[config.mk]
export PLATFORM = sky130hd
export DESIGN_NAME = video_transition_blender_core
export DESIGN_NICKNAME = d
export VERILOG_FILES = /design/src/vtb_pkg.sv /design/src/video_transition_blender_core.sv /design/src/vtb_ctrl.sv /design/src/vtb_dp.sv
export SDC_FILE = /design/constraint.sdc
export NUM_CORES = 2
export LEC_CHECK = 0
export ABC_AREA = 1
export ABC_CLOCK_PERIOD_IN_PS = 10350
export BUFFER_PORTS_ARGS = -buffer_cell sky130_fd_sc_hd__buf_2
export CAP_MARGIN = 15
export CORE_AREA = 2 2 339 341
export DETAILED_ROUTE_END_ITERATION = 12
export DIE_AREA = 0 0 341 343
export GPL_TIMING_DRIVEN = 0
export PLACE_DENSITY = 0.77
export SYNTH_ARGS = -nofsm -noshare
export SYNTH_HDL_FRONTEND = slang
export SYNTH_HIERARCHICAL = 1
export SYNTH_SLANG_ARGS = --single-unit
[constraint.sdc]
create_clock -name aclk -period 10.35 [get_ports aclk]
set_input_delay 1.035 -clock aclk [delete_from_list [all_inputs] [get_ports aclk]]
set_output_delay 1.035 -clock aclk [all_outputs]
set_load 0.01 [all_outputs]
[src/vtb_pkg.sv]
// Types, constants and codes shared by the transition blender modules.
`default_nettype none

package vtb_pkg;

    // Port widths and stream packing
    localparam int S_TDATA_W   = 104;
    localparam int S_TUSER_W   = 2;
    localparam int M_TDATA_W   = 40;
    localparam int M_TUSER_W   = 1;
    localparam int CFG_IDX_W   = 2;
    localparam int CFG_DATA_W  = 13;
    localparam int PIX_W       = 32;
    localparam int COL_W       = 12;
    localparam int DT_W        = 20;

    // Fixed-point and timing constants
    localparam int                 Q_W          = 17;
    localparam logic [Q_W-1:0]     ONE_Q16      = 17'h10000;
    localparam logic [Q_W-1:0]     HALF_Q16     = 17'h08000;
    localparam int                 ACC_W        = 23;
    localparam logic [ACC_W-1:0]   ELAPSED_MAX  = 23'h7FFFFF;
    localparam logic [CFG_DATA_W-1:0] DUR_MIN_MS = 13'd100;
    localparam logic [CFG_DATA_W-1:0] DUR_MAX_MS = 13'd5000;
    localparam logic [ACC_W-1:0]   US_PER_MS    = 23'd1000;
    localparam logic [ACC_W-1:0]   DUR_US_RESET = 23'd1000000;
    localparam int                 FW_RESET_DEF = 1920;
    localparam int                 VTB_MAX_WIDTH = 4096;

    // Divider: one quotient bit per cycle
    localparam int DIV_STEPS = 16;
    localparam int CNT_W     = $clog2(DIV_STEPS);

    // Item kinds carried on s_tuser
    typedef enum logic [1:0] {
        OP_PIXEL  = 2'd0,
        OP_TICK   = 2'd1,
        OP_BEGIN  = 2'd2,
        OP_CANCEL = 2'd3
    } op_t;

    // Transition modes
    typedef enum logic [2:0] {
        MODE_CUT        = 3'd0,
        MODE_CROSSFADE  = 3'd1,
        MODE_FADE_BLACK = 3'd2,
        MODE_WIPE_LEFT  = 3'd3,
        MODE_WIPE_RIGHT = 3'd4
    } mode_t;

    // Configuration register indexes
    localparam logic [CFG_IDX_W-1:0] CFG_MODE     = 2'd0;
    localparam logic [CFG_IDX_W-1:0] CFG_DURATION = 2'd1;
    localparam logic [CFG_IDX_W-1:0] CFG_WIDTH    = 2'd2;

    // Controller states
    typedef enum logic [1:0] {
        S_IDLE,
        S_DIV,
        S_SETTLE
    } state_t;

    // Controller to datapath
    typedef struct packed {
        logic take;      // input transaction accepted
        logic div_step;  // run one divider iteration
        logic div_last;  // final iteration: commit progress and tick result
        logic out_pop;   // output transaction taken by the receiver
    } cmd_t;

    // Datapath to controller
    typedef struct packed {
        logic out_full;  // output register holds a result
        logic divides;   // a tick now needs the divider
    } status_t;

endpackage

`default_nettype wire

[src/video_transition_blender_core.sv]
// Top level of the A/B video transition blender.
// Input stream s_*: one transaction per item; s_tuser carries the kind
// (pixel, tick, begin, cancel), s_tdata the pixel pair, preview flag,
// column and elapsed microseconds. Output stream m_*: one result per pixel
// or tick, none for begin or cancel.
// Pixels: accepted one per cycle unless a stalled result or a write holds
// the input; result registered next cycle. Running non-cut tick: accept,
// 16 divider steps of one quotient bit each, a settle step for the wipe
// split to follow new progress; begin, cancel, other ticks: accept, settle.
// A configuration write holds the input off in its own cycle and the one
// after it, while the wipe split is recomputed; writes have no read-back.
// The output register parts the two sides: while the receiver stalls, one
// result waits and the next item is taken in the cycle the result leaves.
// Reset (synchronous, aresetn low) returns to idle with zero progress,
// crossfade mode, 1000 ms duration and 1920-pixel lines.
`default_nettype none

module video_transition_blender_core
    import vtb_pkg::*;
#(
    parameter int MAX_WIDTH = VTB_MAX_WIDTH
) (
    input  wire logic                  aclk,
    input  wire logic                  aresetn,
    // [31:0] pixel_a, [63:32] pixel_b, [64] b_present, [76:65] column,
    // [96:77] elapsed_us, [103:97] zero
    input  wire logic [S_TDATA_W-1:0]  s_tdata,
    // [1:0] opcode
    input  wire logic [S_TUSER_W-1:0]  s_tuser,
    input  wire logic                  s_tvalid,
    output logic                       s_tready,
    // [31:0] pixel_out, [32] still_running, [39:33] zero
    output logic [M_TDATA_W-1:0]       m_tdata,
    // [0] pixel_ok
    output logic [M_TUSER_W-1:0]       m_tuser,
    output logic                       m_tvalid,
    input  wire logic                  m_tready,
    input  wire logic                  cfg_we,
    input  wire logic [CFG_IDX_W-1:0]  cfg_index,
    input  wire logic [CFG_DATA_W-1:0] cfg_wdata
);

    cmd_t             cmd;
    status_t          st;
    op_t              opcode;
    logic [PIX_W-1:0] pixel_out;
    logic             pixel_ok;
    logic             still_running;

    assign opcode = op_t'(s_tuser);

    vtb_ctrl u_ctrl (
        .aclk     (aclk),
        .aresetn  (aresetn),
        .s_tvalid (s_tvalid),
        .s_tready (s_tready),
        .opcode   (opcode),
        .m_tready (m_tready),
        .cfg_we   (cfg_we),
        .st       (st),
        .cmd      (cmd)
    );

    vtb_dp #(
        .MAX_WIDTH (MAX_WIDTH)
    ) u_dp (
        .aclk          (aclk),
        .aresetn       (aresetn),
        .cmd           (cmd),
        .st            (st),
        .opcode        (opcode),
        .pixel_a       (s_tdata[31:0]),
        .pixel_b       (s_tdata[63:32]),
        .b_present     (s_tdata[64]),
        .column        (s_tdata[76:65]),
        .elapsed_us    (s_tdata[96:77]),
        .cfg_we        (cfg_we),
        .cfg_index     (cfg_index),
        .cfg_wdata     (cfg_wdata),
        .out_valid     (m_tvalid),
        .pixel_out     (pixel_out),
        .pixel_ok      (pixel_ok),
        .still_running (still_running)
    );

    // Pack the result transaction
    assign m_tdata = {7'b0, still_running, pixel_out};
    assign m_tuser = pixel_ok;

endmodule

`default_nettype wire

[src/vtb_ctrl.sv]
// Controller state machine of the transition blender.
`default_nettype none

module vtb_ctrl
    import vtb_pkg::*;
(
    input  wire logic    aclk,
    input  wire logic    aresetn,
    input  wire logic    s_tvalid,
    output logic         s_tready,
    input  wire op_t     opcode,
    input  wire logic    m_tready,
    input  wire logic    cfg_we,
    input  wire status_t st,
    output cmd_t         cmd
);

    localparam logic [CNT_W-1:0] CNT_LAST = CNT_W'(DIV_STEPS - 1);

    state_t            state_reg, state_next;
    logic [CNT_W-1:0]  cnt_reg, cnt_next;

    // State and step counter
    always_ff @(posedge aclk) begin
        if (!aresetn) begin
            state_reg <= S_IDLE;
            cnt_reg   <= '0;
        end else begin
            state_reg <= state_next;
            cnt_reg   <= cnt_next;
        end
    end

    // Next state and commands
    always_comb begin
        s_tready     = (state_reg == S_IDLE) && (!st.out_full || m_tready) && !cfg_we;
        cmd.take     = s_tvalid && s_tready;
        cmd.div_step = (state_reg == S_DIV);
        cmd.div_last = (state_reg == S_DIV) && (cnt_reg == CNT_LAST);
        cmd.out_pop  = st.out_full && m_tready;
        state_next   = state_reg;
        cnt_next     = '0;
        unique case (state_reg)
            S_IDLE: begin
                if (cmd.take) begin
                    if (opcode == OP_PIXEL) begin
                        state_next = S_IDLE;
                    end else if (opcode == OP_TICK && st.divides) begin
                        state_next = S_DIV;
                    end else begin
                        state_next = S_SETTLE;
                    end
                end else if (cfg_we) begin
                    state_next = S_SETTLE;
                end
            end
            S_DIV: begin
                cnt_next = cnt_reg + 1'b1;
                if (cmd.div_last) begin
                    state_next = S_SETTLE;
                    cnt_next   = '0;
                end
            end
            S_SETTLE: begin
                // hold here while configuration keeps changing
                if (!cfg_we) begin
                    state_next = S_IDLE;
                end
            end
            default: begin
                state_next = S_IDLE;
            end
        endcase
    end

endmodule

`default_nettype wire

[src/vtb_dp.sv]
// Datapath of the transition blender: registers, divider, mixer, output stage.
`default_nettype none

module vtb_dp
    import vtb_pkg::*;
#(
    parameter int MAX_WIDTH = VTB_MAX_WIDTH
) (
    input  wire logic                  aclk,
    input  wire logic                  aresetn,
    input  wire cmd_t                  cmd,
    output status_t                    st,
    input  wire op_t                   opcode,
    input  wire logic [PIX_W-1:0]      pixel_a,
    input  wire logic [PIX_W-1:0]      pixel_b,
    input  wire logic                  b_present,
    input  wire logic [COL_W-1:0]      column,
    input  wire logic [DT_W-1:0]       elapsed_us,
    input  wire logic                  cfg_we,
    input  wire logic [CFG_IDX_W-1:0]  cfg_index,
    input  wire logic [CFG_DATA_W-1:0] cfg_wdata,
    output logic                       out_valid,
    output logic [PIX_W-1:0]           pixel_out,
    output logic                       pixel_ok,
    output logic                       still_running
);

    localparam int FW_W = $clog2(MAX_WIDTH + 1);
    localparam int PW   = Q_W + FW_W;
    localparam int CW   = (FW_W > COL_W) ? FW_W : COL_W;
    localparam int FW_RST_I = (FW_RESET_DEF > MAX_WIDTH) ? MAX_WIDTH : FW_RESET_DEF;
    localparam logic [FW_W-1:0]       FW_RST  = FW_W'(FW_RST_I);
    localparam logic [CFG_DATA_W:0]   FW_MAXC = (CFG_DATA_W + 1)'(MAX_WIDTH);

    // Configuration
    mode_t             mode_reg, mode_next;
    logic [ACC_W-1:0]  dur_us_reg, dur_us_next;
    logic [FW_W-1:0]   fw_reg, fw_next;

    // Transition state
    logic              active_reg, active_next;
    logic [Q_W-1:0]    progress_reg, progress_next;
    logic [ACC_W-1:0]  elapsed_reg, elapsed_next;

    // Divider
    logic [ACC_W-1:0]  rem_reg, rem_next;
    logic [15:0]       quot_reg, quot_next;
    logic              sat_reg, sat_next;

    // Wipe split
    logic [FW_W-1:0]   split_reg;
    logic [PW-1:0]     split_prod;

    // Output stage
    logic              out_valid_reg, out_valid_next;
    logic [PIX_W-1:0]  out_pix_reg, out_pix_next;
    logic              out_ok_reg, out_ok_next;
    logic              out_run_reg, out_run_next;

    // Combinational helpers
    logic [CFG_DATA_W-1:0] dur_ms;
    logic [CFG_DATA_W:0]   fw_clamp;
    logic [ACC_W:0]        sum_raw;
    logic [ACC_W-1:0]      sum_sat;
    logic                  sat_now;
    logic [ACC_W:0]        rem_dbl;
    logic [ACC_W:0]        rem_diff;
    logic                  q_bit;
    logic [15:0]           q_final;
    logic [PIX_W-1:0]      mix_pix;
    logic                  mix_ok;

    assign st.out_full = out_valid_reg;
    assign st.divides  = active_reg && (mode_reg != MODE_CUT);

    assign out_valid     = out_valid_reg;
    assign pixel_out     = out_pix_reg;
    assign pixel_ok      = out_ok_reg;
    assign still_running = out_run_reg;

    // Register split column from the current progress
    assign split_prod = PW'(progress_reg) * PW'(fw_reg);

    // Configuration writes, clamped as they arrive
    always_comb begin
        mode_next   = mode_reg;
        dur_us_next = dur_us_reg;
        fw_next     = fw_reg;
        dur_ms      = cfg_wdata;
        if (cfg_wdata < DUR_MIN_MS) begin
            dur_ms = DUR_MIN_MS;
        end else if (cfg_wdata > DUR_MAX_MS) begin
            dur_ms = DUR_MAX_MS;
        end
        fw_clamp = {1'b0, cfg_wdata};
        if (cfg_wdata == '0) begin
            fw_clamp = (CFG_DATA_W + 1)'(1);
        end else if ({1'b0, cfg_wdata} > FW_MAXC) begin
            fw_clamp = FW_MAXC;
        end
        if (cfg_we) begin
            unique case (cfg_index)
                CFG_MODE: begin
                    if (cfg_wdata[2:0] <= MODE_WIPE_RIGHT) begin
                        mode_next = mode_t'(cfg_wdata[2:0]);
                    end
                end
                CFG_DURATION: begin
                    dur_us_next = ACC_W'(dur_ms) * US_PER_MS;
                end
                CFG_WIDTH: begin
                    fw_next = FW_W'(fw_clamp);
                end
                default: begin
                    // unknown index: drop the write
                end
            endcase
        end
    end

    // Tick accumulation and restoring division step
    always_comb begin
        sum_raw  = {1'b0, elapsed_reg} + (ACC_W + 1)'(elapsed_us);
        sum_sat  = sum_raw[ACC_W] ? ELAPSED_MAX : sum_raw[ACC_W-1:0];
        sat_now  = (sum_sat >= dur_us_reg);
        rem_dbl  = {rem_reg, 1'b0};
        rem_diff = rem_dbl - {1'b0, dur_us_reg};
        q_bit    = (rem_dbl >= {1'b0, dur_us_reg});
        q_final  = {quot_reg[14:0], q_bit};
    end

    // Pixel mixer
    always_comb begin
        logic [PIX_W-1:0] b_sel;
        logic [PIX_W-1:0] fade_src;
        logic [PIX_W-1:0] xfade;
        logic [PIX_W-1:0] fade;
        logic [Q_W-1:0]   inv;
        logic [Q_W:0]     t2;
        logic [Q_W-1:0]   gain;
        logic [24:0]      acc;
        logic [CW-1:0]    col_x;
        logic [CW-1:0]    split_x;
        logic [CW-1:0]    thr_x;
        b_sel    = b_present ? pixel_b : pixel_a;
        inv      = ONE_Q16 - progress_reg;
        t2       = {progress_reg, 1'b0};
        if (progress_reg < HALF_Q16) begin
            fade_src = pixel_a;
            gain     = Q_W'({1'b0, ONE_Q16} - t2);
        end else begin
            fade_src = b_sel;
            gain     = Q_W'(t2 - {1'b0, ONE_Q16});
        end
        xfade = '0;
        fade  = {8'hFF, 24'h0};
        for (int k = 0; k < 4; k++) begin
            acc = 25'(pixel_a[8*k +: 8]) * 25'(inv) + 25'(b_sel[8*k +: 8]) * 25'(progress_reg);
            xfade[8*k +: 8] = acc[23:16];
        end
        for (int k = 0; k < 3; k++) begin
            acc = 25'(fade_src[8*k +: 8]) * 25'(gain);
            fade[8*k +: 8] = acc[23:16];
        end
        col_x   = CW'(column);
        split_x = CW'(split_reg);
        thr_x   = CW'(fw_reg - split_reg);

        mix_ok = 1'b1;
        if (!active_reg) begin
            // before a transition A passes, after it B passes if present
            if (progress_reg < ONE_Q16) begin
                mix_pix = pixel_a;
            end else if (b_present) begin
                mix_pix = pixel_b;
            end else begin
                mix_pix = '0;
                mix_ok  = 1'b0;
            end
        end else begin
            case (mode_reg)
                MODE_CUT:        mix_pix = b_sel;
                MODE_CROSSFADE:  mix_pix = xfade;
                MODE_FADE_BLACK: mix_pix = fade;
                MODE_WIPE_LEFT:  mix_pix = (col_x < split_x) ? b_sel : pixel_a;
                default:         mix_pix = (col_x >= thr_x) ? b_sel : pixel_a;
            endcase
        end
    end

    // Item handling, divider commit and output stage
    always_comb begin
        active_next    = active_reg;
        progress_next  = progress_reg;
        elapsed_next   = elapsed_reg;
        rem_next       = rem_reg;
        quot_next      = quot_reg;
        sat_next       = sat_reg;
        out_valid_next = out_valid_reg;
        out_pix_next   = out_pix_reg;
        out_ok_next    = out_ok_reg;
        out_run_next   = out_run_reg;

        // drop the result once taken
        if (cmd.out_pop) begin
            out_valid_next = 1'b0;
        end

        if (cmd.take) begin
            unique case (opcode)
                OP_PIXEL: begin
                    out_valid_next = 1'b1;
                    out_pix_next   = mix_pix;
                    out_ok_next    = mix_ok;
                    out_run_next   = 1'b0;
                end
                OP_TICK: begin
                    if (st.divides) begin
                        elapsed_next = sum_sat;
                        rem_next     = sum_sat;
                        sat_next     = sat_now;
                    end else begin
                        // a cut finishes on its first tick
                        if (active_reg) begin
                            progress_next = ONE_Q16;
                            active_next   = 1'b0;
                        end
                        out_valid_next = 1'b1;
                        out_pix_next   = '0;
                        out_ok_next    = 1'b0;
                        out_run_next   = 1'b0;
                    end
                end
                OP_BEGIN: begin
                    active_next   = 1'b1;
                    progress_next = '0;
                    elapsed_next  = '0;
                end
                OP_CANCEL: begin
                    active_next   = 1'b0;
                    progress_next = '0;
                    elapsed_next  = '0;
                end
                default: begin
                end
            endcase
        end

        // advance the divider one quotient bit
        if (cmd.div_step) begin
            rem_next  = q_bit ? rem_diff[ACC_W-1:0] : rem_dbl[ACC_W-1:0];
            quot_next = q_final;
        end

        // commit the new progress and report the tick
        if (cmd.div_last) begin
            progress_next  = sat_reg ? ONE_Q16 : {1'b0, q_final};
            active_next    = !sat_reg;
            out_valid_next = 1'b1;
            out_pix_next   = '0;
            out_ok_next    = 1'b0;
            out_run_next   = !sat_reg;
        end
    end

    // Control and configuration registers
    always_ff @(posedge aclk) begin
        if (!aresetn) begin
            mode_reg      <= MODE_CROSSFADE;
            dur_us_reg    <= DUR_US_RESET;
            fw_reg        <= FW_RST;
            active_reg    <= 1'b0;
            progress_reg  <= '0;
            elapsed_reg   <= '0;
            out_valid_reg <= 1'b0;
        end else begin
            mode_reg      <= mode_next;
            dur_us_reg    <= dur_us_next;
            fw_reg        <= fw_next;
            active_reg    <= active_next;
            progress_reg  <= progress_next;
            elapsed_reg   <= elapsed_next;
            out_valid_reg <= out_valid_next;
        end
    end

    // Payload registers
    always_ff @(posedge aclk) begin
        rem_reg     <= rem_next;
        quot_reg    <= quot_next;
        sat_reg     <= sat_next;
        split_reg   <= split_prod[FW_W+15:16];
        out_pix_reg <= out_pix_next;
        out_ok_reg  <= out_ok_next;
        out_run_reg <= out_run_next;
    end

endmodule

`default_nettype wire

# Word level (Yosys, flattened, before mapping)
# Index checks and enable logic that the tools add are counted.
[totals] regBits=170 latch_bits=0 ram_bits=0 romBits=0 inputBits=126 out_inout_bits=43 wordCells=160 mem_count=0
[classes] addsub=11 multipliers=13 div_mod_pow=0 magnitude_cmp=10 n_eq_ne=18 n_shift=0 muxes=51 bitwise_logic=2 n_reduce_logical=39
[op_table] cell="8-bit by 17-bit multiplier with 24-bit output" count=11
[op_table] cell="32-bit two-way mux" count=7
[op_table] cell="23-bit two-way mux" count=6
[op_table] cell="32-bit case mux with 4 select lines" count=1
[op_table] cell="17-bit two-way mux" count=6
[op_table] cell="24-bit adder" count=4
[op_table] cell="32-bit case mux with 2 select lines" count=1
[op_table] cell="13-bit two-way mux" count=4
[op_table] cell="23-bit case mux with 2 select lines" count=1
[op_table] cell="17-bit case mux with 2 select lines" count=1
[op_table] cell="17-bit subtractor (first input constant)" count=2
[op_table] cell="17-bit by 13-bit multiplier with 29-bit output" count=1
[op_table] cell="13-bit > comparator (second input constant)" count=2
[op_table] cell="23-bit by 20-bit adder with 24-bit output" count=1
[op_table] cell="24-bit by 23-bit >= comparator with 1-bit output" count=1
[op_table] cell="24-bit two-way mux" count=1
[op_table] cell="3-bit AND reduction" count=8
[op_table] cell="23-bit >= comparator" count=1
[op_table] cell="23-bit subtractor" count=1
[op_table] cell="13-bit by 7-bit multiplier with 20-bit output (second input constant)" count=1
[op_table] cell="17-bit by 16-bit < comparator with 1-bit output (second input constant)" count=1
[op_table] cell="17-bit < comparator (second input constant)" count=1
[op_table] cell="17-bit subtractor (second input constant)" count=1
[op_table] cell="12-bit by 13-bit >= comparator with 1-bit output" count=1
[op_table] cell="other kinds (33)" count=79

# Depth between registers and ports, before layout
[depth] ltp_word=7 mapped_depth=43 mapped_depth_nobuf=40

# Hierarchy
# The synthesis kept the hierarchy.
[by_module_without_submodules] mod="vtb_dp" n_inst=1 cells_each=8989 area_each_um2=67035.5 seq_area_each_um2=3683.5
[by_module_without_submodules] mod="vtb_ctrl" n_inst=1 cells_each=50 area_each_um2=344.1 seq_area_each_um2=120.1
[by_module_without_submodules] mod="video_transition_blender_core" n_inst=1 cells_each=9 area_each_um2=63.8 seq_area_each_um2=0.0

# Worst setup path before layout
# No wires, ideal clock.
[synth_path] path_kind="flip-flop to flip-flop" start="register u_dp.progress_reg[0]" end="register u_dp.out_pix_reg[7], in the netlist u_dp/pixel_out[7]" setup_time_ns=0.112 t_arrival_ns=7.423 required_time_ns=10.238 path_slack_ns=2.814 stages_incl_launch_ff=42 path_buffers=4 synth_period_minus_slack_ns=7.536 path_cell_list="dfxtp_1 > inv_1 > clkbuf_1 > clkbuf_1 > ha_1 > nand2_2 > nor2_4 > inv_2 > nor2_2 > nand2_1 > nor3_2 > nand4_1 > nor3_1 > ha_1 > clkbuf_1 > clkbuf_1 > nand2_1 > fa_1 > [6 not listed] > fa_1 > inv_1 > ha_1 > nand2_1 > nor2_1 > inv_1 > nor3_1 > nand4_1 > nand3_1 > nand2_1 > nand2_1 > nand2_1 > nand3_1 > nand3_1 > nand2_1 > nand2_1 > nand2_1 > nand2_1"
[synth_via] elab_chain_len=6 elab_cells_between_ends=15 cone_classes="add/sub: 4; mul: 3; order compare: 2; mux: 6"
[synth_rtl] element="start, declared" line="vtb_dp.sv:42" rtl="logic [Q_W-1:0] progress_reg, progress_next;"
[synth_rtl] element="start signal, assigned" line="vtb_dp.sv:281" rtl="progress_reg <= progress_next;"
[synth_rtl] element="17-bit subtractor (tied with other cells)" line="vtb_dp.sv:146" rtl="inv = ONE_Q16 - progress_reg;"
[synth_rtl] element="8-bit by 17-bit multiplier with 24-bit output (tied with other cells)" line="vtb_dp.sv:158" rtl="acc = 25'(pixel_a[8*k +: 8]) * 25'(inv) + 25'(b_sel[8*k +: 8]) * 25'(progress_reg);"
[synth_rtl] element="24-bit adder / 8-bit by 17-bit multiplier with 24-bit output (equally long branches)" line="vtb_dp.sv:158, vtb_dp.sv:162"
[synth_rtl] element="32-bit case mux with 4 select lines" line="vtb_dp.sv:181" rtl="case (mode_reg)"
[synth_rtl] element="32-bit two-way mux *" line="vtb_dp.sv:170" rtl="if (!active_reg) begin"
[synth_rtl] element="32-bit case mux with 2 select lines *" line="vtb_dp.sv:210" rtl="unique case (opcode)"
[synth_rtl] element="end signal, assigned" line="vtb_dp.sv:293" rtl="out_pix_reg <= out_pix_next;"
[synth_rtl] element="end, declared" line="vtb_dp.sv:56" rtl="logic [PIX_W-1:0] out_pix_reg, out_pix_next;"
# Mark *: on every way between the ends. The rest lies on a longest branch, timed or not.
# A chain may end at the register's enable or synchronous reset.

# Worst setup path after layout
[layout_path] start="register u_dp.progress_reg[1]" end="register u_dp.out_pix_reg[6], in the netlist u_dp/pixel_out[6]"
# The elaborated chain is that of the path after synthesis.

==> parameters.txt <==
Parameter                              Value

Status
  Run status    complete, no violations

Yosys
  Cell with the most instances after synthesis    sky130_fd_sc_hd__inv_1
  Cells taking the most area after synthesis    sky130_fd_sc_hd__fa_1 39%, sky130_fd_sc_hd__inv_1 12%, sky130_fd_sc_hd__ha_1 11%
  Cells after Synth    9048
  Count of unique library cells instantiated by Yosys    65
  Netlist Area Pre-Place    0.06744 mm2
  Flops & latches, synth    170
  Yosys top cell area share    39.36%
  Avg Inst Size Synth    7.454 um2
  Commonest register cell after synthesis    sky130_fd_sc_hd__dfxtp_1
  Sequential share of the synthesized area    5.640%
  Cell taking the most area after synthesis    sky130_fd_sc_hd__fa_1
  EDFF count, synth    40
  Async SR Flop Fraction    0%
  Top post-synthesis cells by count    2122 x sky130_fd_sc_hd__inv_1, 1970 x sky130_fd_sc_hd__nand2_1, 1326 x sky130_fd_sc_hd__fa_1, 924 x sky130_fd_sc_hd__nor2_1, 598 x sky130_fd_sc_hd__ha_1
  Yosys warning count    6

Floorplan
  I/O pin count    169
  DIE AREA    0.1170 mm2
  Vertical die dimension    343 um
  Core Box Area    0.1134 mm2
  Rows    124
  Initial Util    59.47%
  Overall die width    341 um

Setup path
  Critical-path top delay cell    sky130_fd_sc_hd__fa_1
  Kind of start point of the critical path    register
  Worst path arrival time    10.70 ns
  CP Max Fanout    10
  Capturing element type of the critical path    register
  Required @ worst endpoint    10.74 ns
  R2r setup slk    0.05 ns
  Critical setup path kind    register to register
  Biggest cell delay along the critical path    0.55 ns
  Most prevalent standard cell on the critical path    sky130_fd_sc_hd__nand2_1

Global routing
  Vias in the first global route    62590
  Leftover overflow at the end of global routing    0
  All-layer global routing usage    46.18%
  Largest net degree at the start of global routing    21
  Global-route wire length before repair    393.4 mm
  Antenna violations before repair    19

Placed design
  HPWL after detailed placement    221.5 mm
  Gp weighted congestion    1.132
  Buffers on Ports    125
  Total placed instance area    0.07031 mm2

Timing
  Max-slew violations    0
  Setup repair after global routing missed its margin    no
  Endpoints failing setup    0
  Period minus WS final    10.30 ns
  Fin. Hold Viols    0
  Achievable Freq    97.07 MHz
  Post-Route Setup TNS    0 ns
  Largest clock skew in the final design    0.04363 ns
  Relative slew slack    5.687%
  Tightest Pin Transition    1.415 ns
  Part of the cycle the worst path needs    99.54%

Routing
  Via count    63160
  Detailed-route DRC error count    0
  Final ANT Viol Nets    0
  DRT Pass-1 Iters    9
  First DRT Iteration DRCs    6919
  Sum of routed wire length over all layers    266.8 mm
  Avg WL per Cell    24.80 um
  Vias per cell    5.871

Power and ir drop
  Total power density per cell area    46.22 mW/mm2
  IR Drop Worst-Case VDD    129.7 uV
  Static Leakage    38.10 nW
  Total power consumption of the routed design    3.284 mW

CTS
  Hold buffer count at CTS    0
  Clock-pin transition on the worst setup and hold timing paths    0.08 ns
  CTS sink count    170
  Maximum root-to-sink buffer count    2
  Source-to-sink clock delay at the later pin of the worst-skew pair    0.54 ns
  TritonCTS clock tree    yes
  Number of buffers added by the clock tree synthesis step    17
  # H-tree levels    4
  Clock tree root buffer cell    sky130_fd_sc_hd__clkbuf_16

Final layout
  Multi-input gate area    0.05385 mm2
  Ratio of cells with drive above 1 in the final layout    4.481%
  Final std cell area, no fill    0.07105 mm2
  Storage element area    0.003804 mm2
  Nets    11280
  Synth-to-layout area growth    5.350%
  Max FFs per register    32
  Final-layout fill cell count    10620

Flow run
  Max-cap violation count    0

Min path
  Worst min path class    register to register
==> layer usage <==
layer	up-vias	GRT usage, %	share of wire [%]
met3	933	18.60	15
met1	30810	57.98	36
met4	19	29.33	8.1
met2	4116	66.11	41
met5	-	1.603	0.13
li1	27290	-	-
==> kinds of logic (layout without fill, tap and decap cells) <==
group / Yosys count / count (layout) / share of synthesized area [%]
AND/OR/NAND/NOR: 3322 / 3322 / 19.68
AO/OA/AOI/OAI: 958 / 958 / 8.092
other: 1 / 16 / 0.005560
buffers and inverters: 2556 / 2740 / 14.59
flip-flops: 170 / 170 / 5.640
adder cells (fa/ha/maj): 1924 / 1924 / 50.45
XOR/XNOR: 117 / 117 / 1.547
==> path summary, 6_finish.rpt <==
path / from / endpoint / cells after the start
worst min register to register: u_dp/quot_reg[5] / u_dp/quot_reg[6] / 0
worst max-delay path: u_dp/progress_reg[1] / u_dp/pixel_out[6] / 37
worst max register to register: u_dp/progress_reg[1] / u_dp/pixel_out[6] / 37
worst min-delay path: u_dp/quot_reg[5] / u_dp/quot_reg[6] / 0
==> report_power, final <==
group	switching, mW	leakage, nW	internal, mW
clock network	0.377	0.264	0.317
registers	0.0323	1.42	0.727
logic	1.28	36.4	0.547
total	1.69	38.1	1.59
==> through the flow <==
stage / util (%) / instances / setup slack (ns) / hold slack, ns
floorplan: - / 9054 / 2.814 / 0.4175
global placement: 61.71 / 10690 / -2.016 / 0.4294
detailed placement: 61.99 / 10710 / -0.7085 / 0.4353
CTS: 62.49 / 10740 / 0.1157 / 0.4495
global route: 62.63 / 10750 / 0.02343 / 0.4662
finish: 62.65 / 10760 / 0.04810 / 0.4507
==> worst max-delay path: cells and delay by family, from the launching register on <==
family	cells	cell delay (ns)
flip-flops	1	0.30
AND/OR/NAND/NOR	19	3.52
AO/OA/AOI/OAI	1	0.44
adder cells (fa/ha/maj)	8	3.65
buffers and inverters	9	2.25
==> area by class of cell <==
| class | instances | share of cell area, % |
|---|---|---|
| Antenna cell | 9 | 0.03170 |
| Buffer | 383 | 2.376 |
| Clock buffer | 18 | 0.6040 |
| Clock inverter | 14 | 0.1796 |
| Inverter | 2171 | 11.50 |
| Multi-Input combinational cell | 6328 | 75.79 |
| Sequential cell | 170 | 5.353 |
| Tap cell | 1512 | 2.663 |
| Timing Repair Buffer | 154 | 1.506 |
==> cell usage in the layout, fill, tap and decap left out, types with 26 or more instances in the layout <==
master / instances
sky130_fd_sc_hd__edfxtp_1: 40
sky130_fd_sc_hd__o21ai_1: 34
sky130_fd_sc_hd__nand2_1: 1968
sky130_fd_sc_hd__nor2_1: 924
sky130_fd_sc_hd__o211ai_1: 26
sky130_fd_sc_hd__dfxtp_1: 130
sky130_fd_sc_hd__a21o_1: 36
sky130_fd_sc_hd__xnor2_1: 59
sky130_fd_sc_hd__inv_1: 2121
sky130_fd_sc_hd__buf_2: 185
sky130_fd_sc_hd__a21oi_1: 427
sky130_fd_sc_hd__clkbuf_1: 261
sky130_fd_sc_hd__ha_1: 597
sky130_fd_sc_hd__fa_1: 1326
sky130_fd_sc_hd__nand4_1: 64
sky130_fd_sc_hd__nand3_1: 210
sky130_fd_sc_hd__xor2_1: 57
sky130_fd_sc_hd__a31oi_1: 30
sky130_fd_sc_hd__nor3_1: 64
sky130_fd_sc_hd__o21ai_0: 271
==> what timing repair did <==
action	4_1_cts	5_1_grt
buffers inserted	0	0
setup endpoints to repair	15	27
resized for setup	2	10
Note: power is estimated with default switching activity, not from simulation.
